## src/hcr_pkg.sv

```systemverilog
`default_nettype none
// ----------------------------------------------------------------------------
// hcr_pkg
// Shared types and constants of the Harris corner response block.
// ----------------------------------------------------------------------------
package hcr_pkg;

   localparam int PIX_W      = 8;
   localparam int CFG_W      = 14;
   localparam int CFG_IDX_W  = 2;
   localparam int HGT_W      = 11;
   localparam int MAX_HEIGHT = 1024;
   localparam int COORD_W    = 10;
   localparam int RESP_W     = 53;
   localparam int GRAD_W     = 11;
   localparam int SQ1_W      = 20;
   localparam int K_W        = 14;
   localparam int K_SHIFT    = 16;
   localparam int RSP_DATA_W = ((RESP_W + 2 * COORD_W + 7) / 8) * 8;

   localparam logic [3:0] TAP_LAST = 4'd8;

   typedef enum logic [CFG_IDX_W-1:0] {
      CSR_FRAME_WIDTH,
      CSR_FRAME_HEIGHT,
      CSR_WINDOW_RADIUS,
      CSR_SENSITIVITY
   } csr_index_type;

   typedef enum logic [3:0] {
      S_IDLE,
      S_LATCH,
      S_STEP,
      S_FETCH,
      S_GRAD,
      S_ACCUM,
      S_MUL_DET,
      S_MUL_CROSS,
      S_MUL_TRACE,
      S_MUL_K,
      S_FINAL,
      S_EMIT
   } state_type;

   typedef struct packed {
      logic busy;
      logic done;
   } mul_status_type;

   function automatic logic signed [1:0] tap_dx(input logic [3:0] t);
      logic signed [1:0] d;
      case (t) inside
         4'd0, 4'd3, 4'd6: d = -2'sd1;
         4'd1, 4'd4, 4'd7: d = 2'sd0;
         default:          d = 2'sd1;
      endcase
      return d;
   endfunction

   function automatic logic signed [1:0] tap_dy(input logic [3:0] t);
      logic signed [1:0] d;
      case (t) inside
         4'd0, 4'd1, 4'd2: d = -2'sd1;
         4'd3, 4'd4, 4'd5: d = 2'sd0;
         default:          d = 2'sd1;
      endcase
      return d;
   endfunction

endpackage
`default_nettype wire

```

## src/hcr_serial_mul.sv

```systemverilog
`default_nettype none
// ----------------------------------------------------------------------------
// hcr_serial_mul
// Unsigned shift-add multiplier, one multiplier bit per cycle.
// ----------------------------------------------------------------------------
module hcr_serial_mul #(
   parameter int A_W = 50,
   parameter int B_W = 25,
   parameter int P_W = 64
) (
   input  logic                   clock,
   input  logic                   reset,
   input  logic                   start,
   input  logic [A_W-1:0]         a,
   input  logic [B_W-1:0]         b,
   output hcr_pkg::mul_status_type status,
   output logic [P_W-1:0]         p
);
   import hcr_pkg::*;

   logic           busy_ff;
   logic [P_W-1:0] acc_ff;
   logic [P_W-1:0] a_sh_ff;
   logic [B_W-1:0] b_sh_ff;
   logic           done;

   assign done = busy_ff && (b_sh_ff == '0);

   always_ff @(posedge clock) begin
      if (reset) begin
         busy_ff <= 1'b0;
      end else if (start) begin
         busy_ff <= 1'b1;
      end else if (done) begin
         busy_ff <= 1'b0;
      end
   end

   always_ff @(posedge clock) begin
      if (start) begin
         acc_ff  <= '0;
         a_sh_ff <= P_W'(a);
         b_sh_ff <= b;
      end else if (busy_ff && !done) begin
         if (b_sh_ff[0]) begin
            acc_ff <= acc_ff + a_sh_ff;
         end
         a_sh_ff <= a_sh_ff << 1;
         b_sh_ff <= b_sh_ff >> 1;
      end
   end

   assign status.busy = busy_ff;
   assign status.done = done;
   assign p = acc_ff;

endmodule
`default_nettype wire

```

## config.mk

```make
export PLATFORM = sky130hd
export DESIGN_NAME = hcr_serial_mul
export DESIGN_NICKNAME = d
export VERILOG_FILES = /design/src/hcr_pkg.sv /design/src/hcr_serial_mul.sv
export SDC_FILE = /design/constraint.sdc
export NUM_CORES = 1
export LEC_CHECK = 0
export BUFFER_PORTS_ARGS = -buffer_cell sky130_fd_sc_hd__buf_2
export CAP_MARGIN = 20
export CORE_ASPECT_RATIO = 0.6
export CORE_MARGIN = 2
export CORE_UTILIZATION = 40
export DETAILED_ROUTE_END_ITERATION = 7
export SETUP_SLACK_MARGIN = 0.15
export SKIP_LAST_GASP = 1
export SYNTH_ARGS = -nofsm -noshare
export SYNTH_HDL_FRONTEND = slang
export SYNTH_SLANG_ARGS = --single-unit
```

## constraint.sdc

```tcl
create_clock -name clock -period 5.63 [get_ports clock]
set_clock_uncertainty 0.15 [all_clocks]
set_input_delay 0.8445 -clock clock [delete_from_list [all_inputs] [get_ports clock]]
set_output_delay 0.8445 -clock clock [all_outputs]
set_load 0.02 [all_outputs]
```

==> flow_summary_export.csv, run 1 <==
group,metric,value,unit
sta,fmax,0.261,GHz
yosys,synth_area_leaders,"edfxtp_1, dfxtp_1, mux2_2",
routing,ant_nets,0,
global_routing,grt_start_max_net_pins,76,
clock_network,clock-sinks,154,
power,p_int,2.32,mW
setup_path,critPathMaxFanout,6,
clock_network,postCtsResizedCells,0,
place,dp_cells,1481,
power,pwr-share-clk,37.0,%
clock_network,cts_setup_buffers,0,
floorplan,die_area,26200,um2
yosys,syn_area_per_cell,9.29,um2
setup_path,setup.worst_path.class,"reg2reg",
routing,wl,28700,um
sta,setup_violations,0,
floorplan,die_width,208,um
setup_path,reg2reg_slack,1.80,ns
yosys,async_flop_share,0,%
sta,hold_viol_final,0,
clock_network,holdBufCountCts,0,
place,dp_hpwl,21000,um
clock_network,htree_levels,4,
setup_path,cp_top_family,"compound AO/OA/AOI/OAI gates",
yosys,ys_seq_area_share,38.5,%
final_layout,nFillCells,2363,
final_layout,layoutNonFillerInstCount,1515,
min_path,min_to,"p[19]",
setup_path,critPathSlowestCell,"a2111oi_0",
routing,wl_per_cell,18.9,um
power,p_leak,4.77,nW
setup_path,cp-end-kind,"flip-flop",
sta,relSlewSlack,35.8,%
min_path,min_delay_path_depth,2,
power,seq_power_share,40.2,%
clock_network,clock_path_buffers,2,
routing,drt_iter0_drc,697,
routing,via_count,8648,
global_routing,grt_pass1_wl,45200,um
sta,rsz0062_at_grt,"false",
clock_network,clk_pin_slew,0.07,ns
sta,finalSetupTns,0,ns
floorplan,io_pins,144,
floorplan,die_h,126,um
setup_path,cp.required,5.86,ns
yosys,synth_cell_types,73,
power,power,3.36,mW
setup_path,arrival,4.06,ns
place,gp_congestion,0.897,
clock_network,clock_latency,0.44,ns
setup_path,start_kind,"flip-flop",
sta,fin_crit,3.83,ns
yosys,synth_top_area_cell,"edfxtp_1",
yosys,synth_edf_count,75,
power,power.density,294,nW/um2
final_layout,nets,1321,
floorplan,num_rows,44,
global_routing,grt_overflow,0,
clock_network,cts_buffers,17,
setup_path,slowest_delay,0.72,ns
yosys,yosys_warnings,0,
yosys,ys_seq_elements,154,
power,pwr-share-comb,22.8,%
global_routing,grt_pass1_vias,8024,
run_status,outcome,"complete, no violations",
floorplan,initial_core_util,40.9,%
clock_network,cts_tree,"done",
yosys,syn_nets,1213,
routing,firstDrtPassIters,5,
global_routing,grtUsageTotal,21.8,%
power,swShare,31.0,%
setup_path,r2r_end,"p[61]",
global_routing,antenna_found_initial,1,
routing,drc,0,
setup_path,r2r_start,"a_sh_ff[7]",
place,dpl_cell_area,10800,um2
final_layout,drive_above_1_share,22.9,%
routing,via_per_inst,5.71,
power,peakVddDrop,0.000187,V
yosys,synth_area,9950,um2
setup_path,critical_path_buf_inv_count,0,
power,power.switching,1.04,mW
yosys,syn_inst,1071,
clock_network,root_buffer,"clkbuf_16",
final_layout,utilization,47.0,%
sta,report.final.slew_viol_count,0,
sta,tightestPinTransition,0.961,ns
yosys,synth_flop_cell,"dfxtp_1",
final_layout,final_area,11400,um2
yosys,yosys.area.top_type_share,22.6,%
setup_path,cpMostUsedCell,"o211a_1",
setup_path,r2r_cells,10,
final_layout,area_growth,14.9,%
floorplan,coreArea,24300,um2
flow_run,drv_cap,0,
setup_path,crit_path_cell_trace,"ha_1 > a21oi_1 > o211a_1 > o211a_1 > a2111oi_0 > nor3_1 > o31ai_4 > a31oi_1 > or4_1 > nand3_1",
min_path,worstHoldPathType,"reg2reg",
sta,fin_crit_sh,68.0,%
min_path,hp-start,"p[19]",
place,portBuffers,143,
cell usage in the layout (no fill, tap or decap), types with 48 or more instances in the layout:
master / instances
a21oi_1: 117
buf_2: 142
dfxtp_1: 79
edfxtp_1: 75
ha_1: 63
mux2_2: 73
nand2_1: 124
nand3_1: 51
nor2_1: 59
o21ai_0: 48
registers in the layout (all words and copies together) (netlist names):
signal and flops:
a_sh_ff 64, b_sh_ff 25, busy_ff 1, p 64
power by group through the flow:
stage | Sequential (mW) | Clock [mW] | Combinational (mW)
after floorplan | 1.39 | 0 | 0.547
after global placement | 1.37 | 0 | 0.746
after detailed placement | 1.38 | 0 | 0.750
after CTS | 1.35 | 1.27 | 0.755
after global routing | 1.36 | 1.32 | 0.843
final | 1.35 | 1.25 | 0.767
worst max-delay path by stage:
stage | slack, ns | startpoint | to | cells past startpoint
after floorplan | 1.72 | b_sh_ff[19] | a_sh_ff[0] | 5
after global placement | 1.92 | a_sh_ff[0] | p[52] | 11
after detailed placement | 1.90 | a_sh_ff[7] | p[59] | 10
after CTS | 1.87 | a_sh_ff[7] | p[59] | 10
after global routing | 1.52 | a_sh_ff[7] | p[61] | 10
final | 1.80 | a_sh_ff[7] | p[61] | 10
cell usage after synthesis, drive strengths merged, types with 6 or more instances:
library cell / number
a211oi: 9
a21o: 17
a21oi: 117
a31oi: 13
and2: 9
and3: 6
buf: 18
clkbuf: 43
dfxtp: 79
edfxtp: 75
ha: 63
inv: 28
mux2: 73
mux2i: 15
nand2: 126
nand3: 51
nand4: 32
nor2: 61
nor2b: 7
nor3: 17
nor4: 15
o211ai: 7
o21a: 6
o21ai: 52
o21bai: 15
o31ai: 6
or4: 13
xnor2: 21
xor2: 21
tightest hold or removal path, stage by stage (launching register included):
cell and delay, ns:
dfxtp_1 0.32, nand2_1 0.06, a21oi_1 0.05
per-stage QoR:
| step | hold slack, ns | worst slack, ns |
|---|---|---|
| finish | 0.319 | 1.80 |
| global route | 0.348 | 1.52 |
| CTS | 0.325 | 1.87 |
| detailed placement | 0.315 | 1.90 |
| global placement | 0.305 | 1.92 |
| floorplan | 0.334 | 1.72 |
logic make-up after synthesis:
| group | Yosys count | synth area share, % |
|---|---|---|
| and+or+nand+nor | 351 | 17.2 |
| AOI/OAI and AO/OA | 283 | 18.1 |
| DFF | 154 | 38.5 |
| buffers and inverters | 89 | 4.55 |
| muxes | 88 | 9.77 |
| adders and majority gates | 64 | 8.12 |
| xor gates and xnor gates | 42 | 3.70 |
metal layers:
| metal | vias to the layer above | part of all wire (%) | global-route usage [%] |
|---|---|---|---|
| li1 | 4224 | - | - |
| met1 | 4110 | 53 | 34.9 |
| met2 | 295 | 38 | 28.3 |
| met3 | 19 | 8.1 | 6.13 |
| met4 | 0 | 0.83 | 3.92 |
| met5 | - | 0 | 0 |
area by class of cell:
cell class                 count  area, um2  share of cell area (%)
timing repair buffer         150        791                    6.91
tap                          322        403                    3.52
antenna                        1       2.50                  0.0219
inverter                      28        105                   0.919
multi-input combinational    828       5680                    49.7
sequential                   154       3830                    33.5
clock buffer                  20        437                    3.82
clock inverter                12        185                    1.62
(Power assumes the default switching activity.)
==> inputs of run 2 (changes only) <==
==> constraint.sdc (replaced) <==
create_clock -name clock -period 3.48 [get_ports clock]
set_clock_uncertainty 0.15 [all_clocks]
set_input_delay 0.522 -clock clock [delete_from_list [all_inputs] [get_ports clock]]
set_output_delay 0.522 -clock clock [all_outputs]
set_load 0.02 [all_outputs]
==> flow_summary_export.csv, run 2 (same netlist as run 1, synthesis figures left out) <==
group,metric,value,unit
clock_network,htree_levels,4,
sta,report.final.slew_viol_count,0,
routing,firstDrtPassIters,5,
power,power.density,440,nW/um2
global_routing,grt_pass1_wl,46300,um
global_routing,grt_start_max_net_pins,149,
place,dp_hpwl,21800,um
sta,tightestPinTransition,0.758,ns
min_path,hp-start,"reset",
final_layout,layout_commonest_cell,"buf_2",
sta,fmax,0.309,GHz
sta,fin_crit,3.24,ns
global_routing,grt_pass1_vias,8323,
routing,ant_nets,0,
routing,drc,0,
sta,fin_crit_sh,93.1,%
final_layout,nets,1394,
setup_path,r2r_cells,12,
sta,finalSetupTns,0,ns
setup_path,cp-end-kind,"flip-flop",
min_path,worstHoldPathType,"in2reg",
routing,wl_per_cell,18.7,um
power,p_leak,5.06,nW
power,power,5.36,mW
setup_path,arrival,3.42,ns
routing,wl,29700,um
final_layout,final_cell_mix,"buf_2, nand2_1, a21oi_1",
global_routing,grtUsageTotal,22.6,%
clock_network,clock_latency,0.46,ns
floorplan,io_pins,144,
floorplan,coreArea,24300,um2
sta,setup_violations,0,
floorplan,die_h,126,um
global_routing,antenna_found_initial,1,
place,dpl_cell_area,11300,um2
clock_network,cts_tree,"done",
final_layout,drive_above_1_share,30.2,%
setup_path,r2r_start,"a_sh_ff[18]",
floorplan,die_area,26200,um2
sta,relSlewSlack,49.3,%
final_layout,final_area,12200,um2
power,peakVddDrop,0.000309,V
clock_network,holdBufCountCts,0,
setup_path,cp.required,3.66,ns
min_path,min_delay_path_depth,2,
setup_path,critPathMaxFanout,5,
routing,via_per_inst,5.69,
floorplan,num_rows,44,
clock_network,clock-sinks,154,
global_routing,grt_overflow,0,
clock_network,cts_buffers,17,
clock_network,clk_pin_slew,0.07,ns
sta,hold_viol_final,0,
run_status,outcome,"complete, no violations",
final_layout,area_growth,22.6,%
clock_network,root_buffer,"clkbuf_16",
min_path,min_to,"busy_ff",
floorplan,die_width,208,um
place,portBuffers,143,
setup_path,setup.worst_path.class,"reg2reg",
clock_network,clock_path_buffers,2,
floorplan,initial_core_util,40.9,%
flow_run,drv_cap,0,
place,gp_congestion,0.871,
setup_path,reg2reg_slack,0.24,ns
sta,rsz0062_at_grt,"true",
setup_path,r2r_end,"p[46]",
setup_path,start_kind,"flip-flop",
routing,via_count,9031,
routing,drt_iter0_drc,844,
==> run 2: worst max path at each step <==
| stage | start | end | depth (start not counted) |
|---|---|---|---|
| 6_report | a_sh_ff[18] | p[46] | 12 |
| 5_1_grt | a_sh_ff[6] | p[61] | 12 |
| 4_1_cts | a_sh_ff[10] | p[52] | 12 |
| 3_5_place_dp | a_sh_ff[21] | p[50] | 10 |
| 3_3_place_gp | a_sh_ff[26] | p[59] | 12 |
| 2_1_floorplan | b_sh_ff[19] | a_sh_ff[0] | 5 |
==> run 2: cell type report <==
type,count,area (um2)
clock inverter,10,72.6
sequential,154,3830
tap,322,403
antenna,1,2.50
clock buffer,22,444
multi-input combinational,828,5990
fill,2321,12100
inverter,28,105
timing repair buffer,223,1350
==> run 2: timing repair <==
item	CTS	global route
pin swaps	0	22
resized for setup	2	59
setup endpoints to repair	2	22
setup buffers	0	13
==> run 2: critical path: stages (launching register included) <==
cell	delay (ns)
edfxtp_1	0.45
ha_4	0.33
nand2_1	0.12
nor4_4	0.35
a221oi_2	0.15
o41ai_4	0.43
buf_4	0.19
nor2_4	0.05
o31ai_4	0.25
a41oi_2	0.18
buf_4	0.18
xnor2_1	0.17
o21ai_0	0.12
==> run 2: per-layer routing <==
layer / GRT usage, % / vias up / routed length, um
met5: 0 / - / 0
met4: 6.26 / 0 / 415
met3: 6.16 / 32 / 2310
met2: 28.5 / 311 / 11100
met1: 36.2 / 4313 / 15900
li1: - / 4375 / -
==> run 2: through the flow <==
stage | hold WS [ns] | setup slack [ns] | cells | util [%]
5_1_grt | 0.0481 | 0.0932 | 1587 | 50.1
6_report | 0.0698 | 0.240 | 1588 | 50.1
3_5_place_dp | 0.317 | 0.136 | 1542 | 46.3
2_1_floorplan | 0.334 | 0.309 | 1071 | -
4_1_cts | 0.0433 | 0.151 | 1574 | 48.5
3_3_place_gp | 0.311 | 0.0993 | 1542 | 46.3
==> run 2: power by group <==
| part | internal, mW | switching, mW |
|---|---|---|
| clock | 0.912 | 0.798 |
| combinational | 0.625 | 0.826 |
| sequential | 2.08 | 0.125 |
| total | 3.61 | 1.75 |
==> inputs of run 3 (changes only) <==
--- a/config.mk
+++ b/config.mk
@@ -11,6 +11,7 @@
 export CORE_MARGIN = 2
 export CORE_UTILIZATION = 40
 export DETAILED_ROUTE_END_ITERATION = 7
+export RECOVER_POWER = 50
 export SETUP_SLACK_MARGIN = 0.15
 export SKIP_LAST_GASP = 1
 export SYNTH_ARGS = -nofsm -noshare
==> flow_summary_export.csv, run 3 (same netlist as run 1, synthesis figures left out) <==
group,metric,value,unit
sta,setup_violations,0,
final_layout,area_growth,21.6,%
setup_path,cpMostUsedCell,"buf_4",
floorplan,num_rows,44,
power,power.density,442,nW/um2
power,peakVddDrop,0.000308,V
floorplan,io_pins,144,
place,dpl_cell_area,11300,um2
sta,rsz0062_at_grt,"true",
floorplan,coreArea,24300,um2
setup_path,setup.worst_path.class,"reg2reg",
routing,wl_per_cell,18.7,um
final_layout,drive_above_1_share,24.7,%
sta,relSlewSlack,-26.7,%
final_layout,final_area,12100,um2
setup_path,crit_path_cell_trace,"ha_4 > nand2_1 > nor4_4 > a221oi_2 > o41ai_4 > buf_4 > nor2_4 > o31ai_4 > a41oi_2 > buf_4 > xnor2_1 > o21ai_0",
run_status,outcome,"complete, but fails checks",
clock_network,clock-sinks,154,
global_routing,antenna_found_initial,1,
global_routing,grt_start_max_net_pins,149,
clock_network,clk_pin_slew,0.07,ns
clock_network,clock_path_buffers,2,
place,dp_hpwl,21800,um
global_routing,grt_pass1_vias,8323,
setup_path,cp-end-kind,"flip-flop",
floorplan,die_h,126,um
final_layout,final_cell_mix,"nand2_1, a21oi_1, dfxtp_1",
setup_path,arrival,3.41,ns
power,p_leak,4.78,nW
global_routing,grt_pass1_wl,46300,um
setup_path,critPathSlowestCell,"edfxtp_1",
run_status,violations,"capacitance limit, slew limit",
setup_path,critPathMaxFanout,5,
final_layout,layout_commonest_cell,"nand2_1",
floorplan,die_area,26200,um2
routing,via_count,9035,
floorplan,initial_core_util,40.9,%
final_layout,nets,1394,
sta,hold_viol_final,0,
clock_network,cts_buffers,17,
routing,wl,29600,um
floorplan,die_width,208,um
sta,finalSetupTns,0,ns
sta,report.final.slew_viol_count,149,
clock_network,cts_tree,"done",
flow_run,drv_cap,1,
global_routing,grt_overflow,0,
setup_path,cp.required,3.66,ns
place,portBuffers,143,
min_path,worstHoldPathType,"in2reg",
routing,drt_iter0_drc,762,
sta,fin_crit,3.24,ns
place,gp_congestion,0.871,
sta,fmax,0.309,GHz
routing,via_per_inst,5.69,
setup_path,start_kind,"flip-flop",
setup_path,slowest_delay,0.44,ns
routing,firstDrtPassIters,5,
sta,fin_crit_sh,93.1,%
clock_network,clock_latency,0.46,ns
sta,tightestPinTransition,1.90,ns
clock_network,root_buffer,"clkbuf_16",
clock_network,htree_levels,4,
routing,drc,0,
power,power,5.34,mW
routing,ant_nets,0,
global_routing,grtUsageTotal,22.6,%
## run 3: changes by cell type in the layout (fill, tap and decap cells not counted), sizes merged
cell and change:
buf -68, clkbuf +68
## run 3: per-stage QoR
stage                     instances  util (%)  worst slack [ns]  hold WS [ns]
after global placement         1542      46.3            0.0993         0.311
after CTS                      1574      48.5             0.151        0.0433
after global routing           1587      49.7            0.0932        0.0481
after floorplan                1071         -             0.309         0.334
after detailed placement       1542      46.3             0.136         0.317
final                          1588      49.7             0.241        0.0708
## run 3: path summary, 6_finish.rpt
kind                                   from  endpoint  slack (ns)  depth (start not counted)
worst max-delay path            a_sh_ff[18]     p[46]        0.24                         12
worst min-delay path                  reset   busy_ff        0.07                          2
worst max register to register  a_sh_ff[18]     p[46]        0.24                         12
worst min register to register        p[20]     p[20]        0.33                          2
## run 3: what timing repair did
item | 4_1_cts | 5_1_grt
gates resized for setup | 2 | 59
endpoints found under the hold margin | 0 | 0
setup buffers | 0 | 13
endpoints found under the setup margin | 2 | 22
hold buffers | 0 | 0
pin swaps | 0 | 22
## run 3: per-layer routing
layer  vias to the layer above  GRT usage, %  wire [um]
met4                         0          6.26        367
met3                        26          6.16       2570
li1                       4375             -          -
met5                         -             0          0
met1                      4308          36.2      15500
met2                       326          28.5      11200
## run 3: critical path: cells and delay by family, from the launching register on
family / cells / cell delay [ns]
and+or+nand+nor: 3 / 0.52
DFF: 1 / 0.44
buffers and inverters: 2 / 0.37
AOI/OAI and AO/OA: 5 / 1.12
xor gates and xnor gates: 1 / 0.17
adders and majority gates: 1 / 0.32
## run 3: power breakdown
part | switching [mW] | internal, mW
clock network | 0.790 | 0.912
registers | 0.127 | 2.08
logic | 0.825 | 0.613
## run 3: layout make-up
class | count | area (um2)
flip-flops and latches | 154 | 3830
inverters | 28 | 105
diodes | 1 | 2.50
well taps | 322 | 403
multi-input cells | 828 | 5990
repair buffers | 223 | 1250
fillers | 2362 | 12200
clock buffers | 22 | 444
clock inverters | 10 | 72.6
